## src/hdl/text_console_char_grid_assert.svh

```systemverilog
// assertion macros for the text console character grid
`ifndef TEXT_CONSOLE_CHAR_GRID_ASSERT_SVH
`define TEXT_CONSOLE_CHAR_GRID_ASSERT_SVH

// same-cycle implication, checked outside reset
`define TCG_ASSERT_NOW(lbl, ante, cons, msg) \
  lbl: assert property (@(posedge clk) disable iff (!rst_n) (ante) |-> (cons)) \
    else $error(msg);

// next-cycle implication, checked outside reset
`define TCG_ASSERT_NEXT(lbl, ante, cons, msg) \
  lbl: assert property (@(posedge clk) disable iff (!rst_n) (ante) |=> (cons)) \
    else $error(msg);

`endif

```

## src/hdl/tcg_pkg.sv

```systemverilog
// shared constants, types and helpers for the text console character grid
`default_nettype none
package tcg_pkg;

  localparam int TEXT_ROWS  = 32;
  localparam int TEXT_COLS  = 80;
  localparam int ROW_W      = 5;
  localparam int COL_W      = 7;
  localparam int GRID_DEPTH = TEXT_ROWS * TEXT_COLS;
  localparam int ADDR_W     = $clog2(GRID_DEPTH);

  localparam logic [ROW_W:0]   ROWS_EXT = (ROW_W + 1)'(TEXT_ROWS);
  localparam logic [COL_W:0]   COLS_EXT = (COL_W + 1)'(TEXT_COLS);
  localparam logic [ROW_W-1:0] LAST_ROW = ROW_W'(TEXT_ROWS - 1);
  localparam logic [COL_W-1:0] LAST_COL = COL_W'(TEXT_COLS - 1);

  localparam logic [1:0] MODE_PUT   = 2'd0;
  localparam logic [1:0] MODE_CLEAR = 2'd1;
  localparam logic [1:0] MODE_READ  = 2'd2;

  localparam logic [7:0] CH_BS           = 8'd8;
  localparam logic [7:0] CH_TAB          = 8'd9;
  localparam logic [7:0] CH_LF           = 8'd10;
  localparam logic [7:0] CH_CR           = 8'd13;
  localparam logic [7:0] FIRST_PRINTABLE = 8'd32;
  localparam logic [7:0] PAST_PRINTABLE  = 8'd127;
  localparam logic [7:0] SPACE_BYTE      = 8'd32;

  localparam logic [COL_W:0] TAB_STEP = (COL_W + 1)'(4);
  localparam logic [COL_W:0] TAB_MASK = ~(TAB_STEP - (COL_W + 1)'(1));

  typedef enum logic [1:0] {
    ST_RUN   = 2'b01,
    ST_SWEEP = 2'b10
  } state_t;

  typedef struct packed {
    logic             wr_en;
    logic [ROW_W-1:0] wr_row;
    logic [COL_W-1:0] wr_col;
    logic [7:0]       wr_byte;
    logic [ROW_W-1:0] new_row;
    logic [COL_W-1:0] new_col;
    logic             scroll;
  } put_res_t;

  function automatic logic [ROW_W-1:0] phys_row(input logic [ROW_W-1:0] top,
                                                input logic [ROW_W-1:0] disp);
    logic [ROW_W:0] sum;
    sum = {1'b0, top} + {1'b0, disp};
    if (sum >= ROWS_EXT) begin
      sum = sum - ROWS_EXT;
    end
    return sum[ROW_W-1:0];
  endfunction

  function automatic logic [ADDR_W-1:0] cell_addr(input logic [ROW_W-1:0] row,
                                                  input logic [COL_W-1:0] col);
    logic [ADDR_W-1:0] base;
    base = ADDR_W'(row) * ADDR_W'(TEXT_COLS);
    return base + ADDR_W'(col);
  endfunction

endpackage
`default_nettype wire

```

## src/hdl/tcg_cursor.sv

```systemverilog
// character interpreter: next cursor, cell write and scroll for one put request
`default_nettype none
module tcg_cursor (
  input  wire logic [tcg_pkg::ROW_W-1:0] cur_row,
  input  wire logic [tcg_pkg::COL_W-1:0] cur_col,
  input  wire logic [7:0]                char_code,
  output tcg_pkg::put_res_t              res
);

  logic [tcg_pkg::ROW_W:0] row_inc;
  logic [tcg_pkg::COL_W:0] col_inc;
  logic [tcg_pkg::COL_W:0] tab_col;
  logic                    adv;

  always_comb begin
    row_inc     = {1'b0, cur_row} + (tcg_pkg::ROW_W + 1)'(1);
    col_inc     = {1'b0, cur_col} + (tcg_pkg::COL_W + 1)'(1);
    tab_col     = ({1'b0, cur_col} + tcg_pkg::TAB_STEP) & tcg_pkg::TAB_MASK;
    adv         = 1'b0;
    res.wr_en   = 1'b0;
    res.wr_row  = cur_row;
    res.wr_col  = cur_col;
    res.wr_byte = char_code;
    res.new_row = cur_row;
    res.new_col = cur_col;
    res.scroll  = 1'b0;
    case (char_code)
      tcg_pkg::CH_LF: begin
        adv         = 1'b1;
        res.new_col = '0;
      end
      tcg_pkg::CH_CR: begin
        res.new_col = '0;
      end
      tcg_pkg::CH_TAB: begin
        if (tab_col >= tcg_pkg::COLS_EXT) begin
          adv         = 1'b1;
          res.new_col = '0;
        end else begin
          res.new_col = tab_col[tcg_pkg::COL_W-1:0];
        end
      end
      tcg_pkg::CH_BS: begin
        if (cur_col != '0) begin
          res.new_col = cur_col - tcg_pkg::COL_W'(1);
          res.wr_en   = 1'b1;
          res.wr_col  = cur_col - tcg_pkg::COL_W'(1);
          res.wr_byte = tcg_pkg::SPACE_BYTE;
        end
      end
      default: begin
        if (char_code >= tcg_pkg::FIRST_PRINTABLE && char_code < tcg_pkg::PAST_PRINTABLE) begin
          res.wr_en = 1'b1;
          if (col_inc >= tcg_pkg::COLS_EXT) begin
            adv         = 1'b1;
            res.new_col = '0;
          end else begin
            res.new_col = col_inc[tcg_pkg::COL_W-1:0];
          end
        end
      end
    endcase
    if (adv) begin
      if (row_inc >= tcg_pkg::ROWS_EXT) begin
        res.scroll  = 1'b1;
        res.new_row = tcg_pkg::LAST_ROW;
      end else begin
        res.new_row = row_inc[tcg_pkg::ROW_W-1:0];
      end
    end
  end

endmodule
`default_nettype wire

```

## config.mk

```make
export PLATFORM = sky130hd
export DESIGN_NAME = tcg_cursor
export DESIGN_NICKNAME = d
export VERILOG_FILES = /design/src/hdl/text_console_char_grid_assert.svh /design/src/hdl/tcg_pkg.sv /design/src/hdl/tcg_cursor.sv
export SDC_FILE = /design/constraint.sdc
export NUM_CORES = 1
export LEC_CHECK = 0
export BUFFER_PORTS_ARGS = -buffer_cell sky130_fd_sc_hd__buf_2
export CAP_MARGIN = 40
export CORE_ASPECT_RATIO = 0.7
export CORE_UTILIZATION = 53
export DETAILED_ROUTE_END_ITERATION = 8
export PLACE_DENSITY_LB_ADDON = 0.25
export SLEW_MARGIN = 15
export SYNTH_ARGS = -nofsm -noshare
export SYNTH_HDL_FRONTEND = slang
export SYNTH_SLANG_ARGS = --single-unit
```

## constraint.sdc

```tcl
create_clock -name vclk -period 4.72
set_input_delay 0 -clock vclk [all_inputs]
set_output_delay 0 -clock vclk [all_outputs]
set_load 0.02 [all_outputs]
```

# Word level (Yosys, flattened, before mapping)
# Index checks and enable logic that the tools add are counted.
# totals
regBits	0
latchBits	0
ram_bits	0
rom_bits	0
inputBits	20
out_inout_bits	34
memories	0
# classes
add_sub_neg	4
multipliers	0
div	0
n_lt_le_gt_ge	5
n_eq_ne	4
shift	0
n_mux	18
n_bitwise	0
reduce_logical	5
# op_table
operator	n
8-bit by 4-bit == test with 1-bit output, second input constant	4
15-bit two-way mux	2
7-bit two-way mux	4
7-bit case mux with 3 select lines	1
8-bit by 7-bit greater-or-equal comparator with 1-bit output, second input constant	2
5-bit two-way mux	2
7-bit by 1-bit adder with 8-bit output, second input constant	1
7-bit by 3-bit adder with 8-bit output, second input constant	1
8-bit by 6-bit greater-or-equal comparator with 1-bit output, second input constant	1
8-bit by 7-bit < comparator with 1-bit output, second input constant	1
1-bit two-way mux	7
7-bit nonzero test	1
7-bit by 1-bit subtractor with 7-bit output, second input constant	1
5-bit by 1-bit adder with 6-bit output, second input constant	1
6-bit greater-or-equal comparator, second input constant	1
2-bit OR reduction	2
1-bit case mux with 3 select lines	1
3-bit OR reduction	1
1-bit case mux with 2 select lines	1
1-bit logical AND	1

# Depth between registers and ports, before layout
# depth
depth_word	6
depth_mapped	8
ltp_nobuf	7

# Worst setup path after synthesis
# OpenSTA, ideal clock, no wires.
# synth_path
path_kind	input-to-output
startpoint	input char_code[5]
endpoint	output res[5] in the netlist's numbering
t_arrival_ps	2002
slack_ps	2718
cell_stages	6
path_cell_list	or4b_1 buf_2 or4_4 nor4b_4 a2bb2oi_2 a211oi_2
# synth_rtl
element	line_no	text
start: declaration	tcg_cursor.sv:6	input wire logic [7:0] char_code,
end: declaration	tcg_cursor.sv:7	output tcg_pkg::put_res_t res

==> flow_metrics.env <==
export IMPL_hpwl_um=2750
export IMPL_p_sw_mw=0.0788
export IMPL_wire_per_inst_um=16.2
export IMPL_drc=0
export IMPL_preCtsSetupSlack_ps=2390
export IMPL_synth_net_count=185
export IMPL_finalMaxSlewViolations=0
export IMPL_place_congestion=0.946
export IMPL_synth_area_leaders="ha_1 6.9%, mux2_2 5.1%, nand2_1 5.1%, clkbuf_1 4.5%, xnor2_1 4.0%"
export IMPL_gr_total_overflow=0
export IMPL_irDropWorstVdd_mv=0.0631
export IMPL_worstSetupPathType="in -> out"
export IMPL_seq_area_um2=0
export IMPL_synth_compound_area_frac=0.342
export IMPL_power_frac_comb=1.000
export IMPL_instances_no_fill=215
export IMPL_cpMostUsedCell="buf_2"
export IMPL_viasPerCell=6.80
export IMPL_yosys_area_share_simple=0.382
export IMPL_rows=13
export IMPL_post_place_cells=215
export IMPL_fmax_mhz=420
export IMPL_synthXorXnorAreaFrac=0.0481
export IMPL_hold_viol_final=0
export IMPL_leakagePower_nw=0.550
export IMPL_synth_mux_area_frac=0.0515
export IMPL_num_clock_buffers=0
export IMPL_p_int_mw=0.0445
export IMPL_worstPathArrival_ps=2380
export IMPL_yosysSeqAreaShare=0
export IMPL_startpoint_type="input port"
export IMPL_totalWireLength_um=3490
export IMPL_antenna_cells=0
export IMPL_crit_family="simple AND/OR/NAND/NOR gates"
export IMPL_rsz0062_at_grt="false"
export IMPL_post_synth_top_count_cell="nand2_1"
export IMPL_ctsResizeCount=0
export IMPL_die_w_um=56.3
export IMPL_synthAdderAreaFrac=0.0686
export IMPL_layout_setup_ws_ps=2340
export IMPL_hold_buffers=0
export IMPL_ant_nets=0
export IMPL_firstDrtPassIters=5
export IMPL_relSlewSlack=0.441
export IMPL_initial_utilization=0.575
export IMPL_grt_max_degree=18
export IMPL_final_nets=221
export IMPL_seq_power_share=0
export IMPL_run_status="complete, no violations"
export IMPL_grt_total_usage=0.290
export IMPL_fin_setup_tns_ps=0
export IMPL_nFlopsAndLatches=0
export IMPL_synthTopCellsByCount="15 x nand2_1, 13 x clkbuf_1, 8 x nand3_1"
export IMPL_critPathMaxFanout=8
export IMPL_num_io_pins=54
export IMPL_crit_chain="buf_2, or4b_1, nor3_1, nand2_1, nor2_1, xnor2_1, buf_2"
export IMPL_synthCells=159
export IMPL_synth_lib_cells_used_distinct=54
export IMPL_synth_warnings=0
export IMPL_hold_path_class="in -> out"
export IMPL_swShare=0.639
export IMPL_netlist_area_leader_share=0.0686
export IMPL_io_buffers=54
export IMPL_critPathBufInv=2
export IMPL_drtIter0Drc=86
export IMPL_antenna_found_initial=0
export IMPL_drv_cap=0
export IMPL_layout_min_cycle_time_ps=2380
export IMPL_power_density_nw_per_um2=95.1
export IMPL_synth_top_area_cell="ha_1"
export IMPL_core_area_um2=1900
export IMPL_grt_pass1_wl_um=5170
export IMPL_slowest_delay_ps=730
export IMPL_post_cts_buffers=0
export IMPL_syn_cell_area_um2=1090
export IMPL_worstPathRequired_ps=4720
export IMPL_tightest_slew_ps=832
export IMPL_period_share=0.505
export IMPL_critPathCaptureType="output port"
export IMPL_syn_area_per_cell_um2=6.88
export IMPL_clockPowerShare=0
export IMPL_drive_gt1_frac=0.342
export IMPL_vias=1463
export IMPL_setup_viol=0
export IMPL_utilization=0.681
export IMPL_synth_top_family_by_area="simple AND/OR/NAND/NOR gates"
export IMPL_die_h_um=40.0
export IMPL_critical_path_slowest_cell="nor3_1"
export IMPL_area_growth_pct=18.5
export IMPL_die_area_um2=2250
export IMPL_grt_pass1_vias=1146
-- power groups by stage --
stage                     combinational (mW)  clock (mW)  sequential, mW
after floorplan                       0.0841           0               0
after global placement                 0.117           0               0
after detailed placement               0.121           0               0
after CTS                              0.121           0               0
after global routing                   0.132           0               0
final                                  0.123           0               0
-- final timing paths --
check / end / slack [ps] / from / depth (start not counted)
max: res[24] / 2340 / char_code[5] / 7
min: res[31] / 250 / cur_row[3] / 2
-- routing by layer --
| metal | global-route usage | up-vias | routed length [µm] |
|---|---|---|---|
| met5 | 0 | - | 0 |
| met4 | 0.0488 | 0 | 15 |
| met3 | 0.0258 | 2 | 471 |
| met2 | 0.494 | 121 | 1590 |
| met1 | 0.412 | 645 | 1410 |
| li1 | - | 695 | - |
-- kinds of logic (layout without fill, tap and decap cells) --
kind of cell,Yosys count,after routing
and+or+nand+nor,68,68
adders and majority gates,6,6
AOI/OAI and AO/OA,48,48
muxes,5,5
xor gates and xnor gates,6,6
buffers and inverters,26,60
-- final cells by class --
type                       count  area [µm²]
fill                         173         607
inverter                       6        22.5
multi-input combinational    133         976
tap                           22        27.5
timing repair buffer          54         270
-- stage by stage --
stage          hold WS, ps  area, µm²  power [mW]
5_1_grt                270       1300       0.132
3_3_place_gp           255       1300       0.117
3_5_place_dp           259       1300       0.121
4_1_cts                257       1300       0.121
6_report               255       1300       0.123
2_1_floorplan          113       1090      0.0841
-- placed cells by master (no fill, tap or decap), types with 4 or more instances in the layout --
cell	count
nor2_1	5
buf_2	54
and3_1	4
and2_1	5
ha_1	6
or3_1	4
mux2_2	5
inv_1	6
xnor2_1	5
a31oi_1	4
nand2b_1	4
o21ai_0	5
a21oi_1	5
nand2_1	15
nor3_1	4
nand3_1	8
No activity file was read; power rests on OpenSTA's default activity.
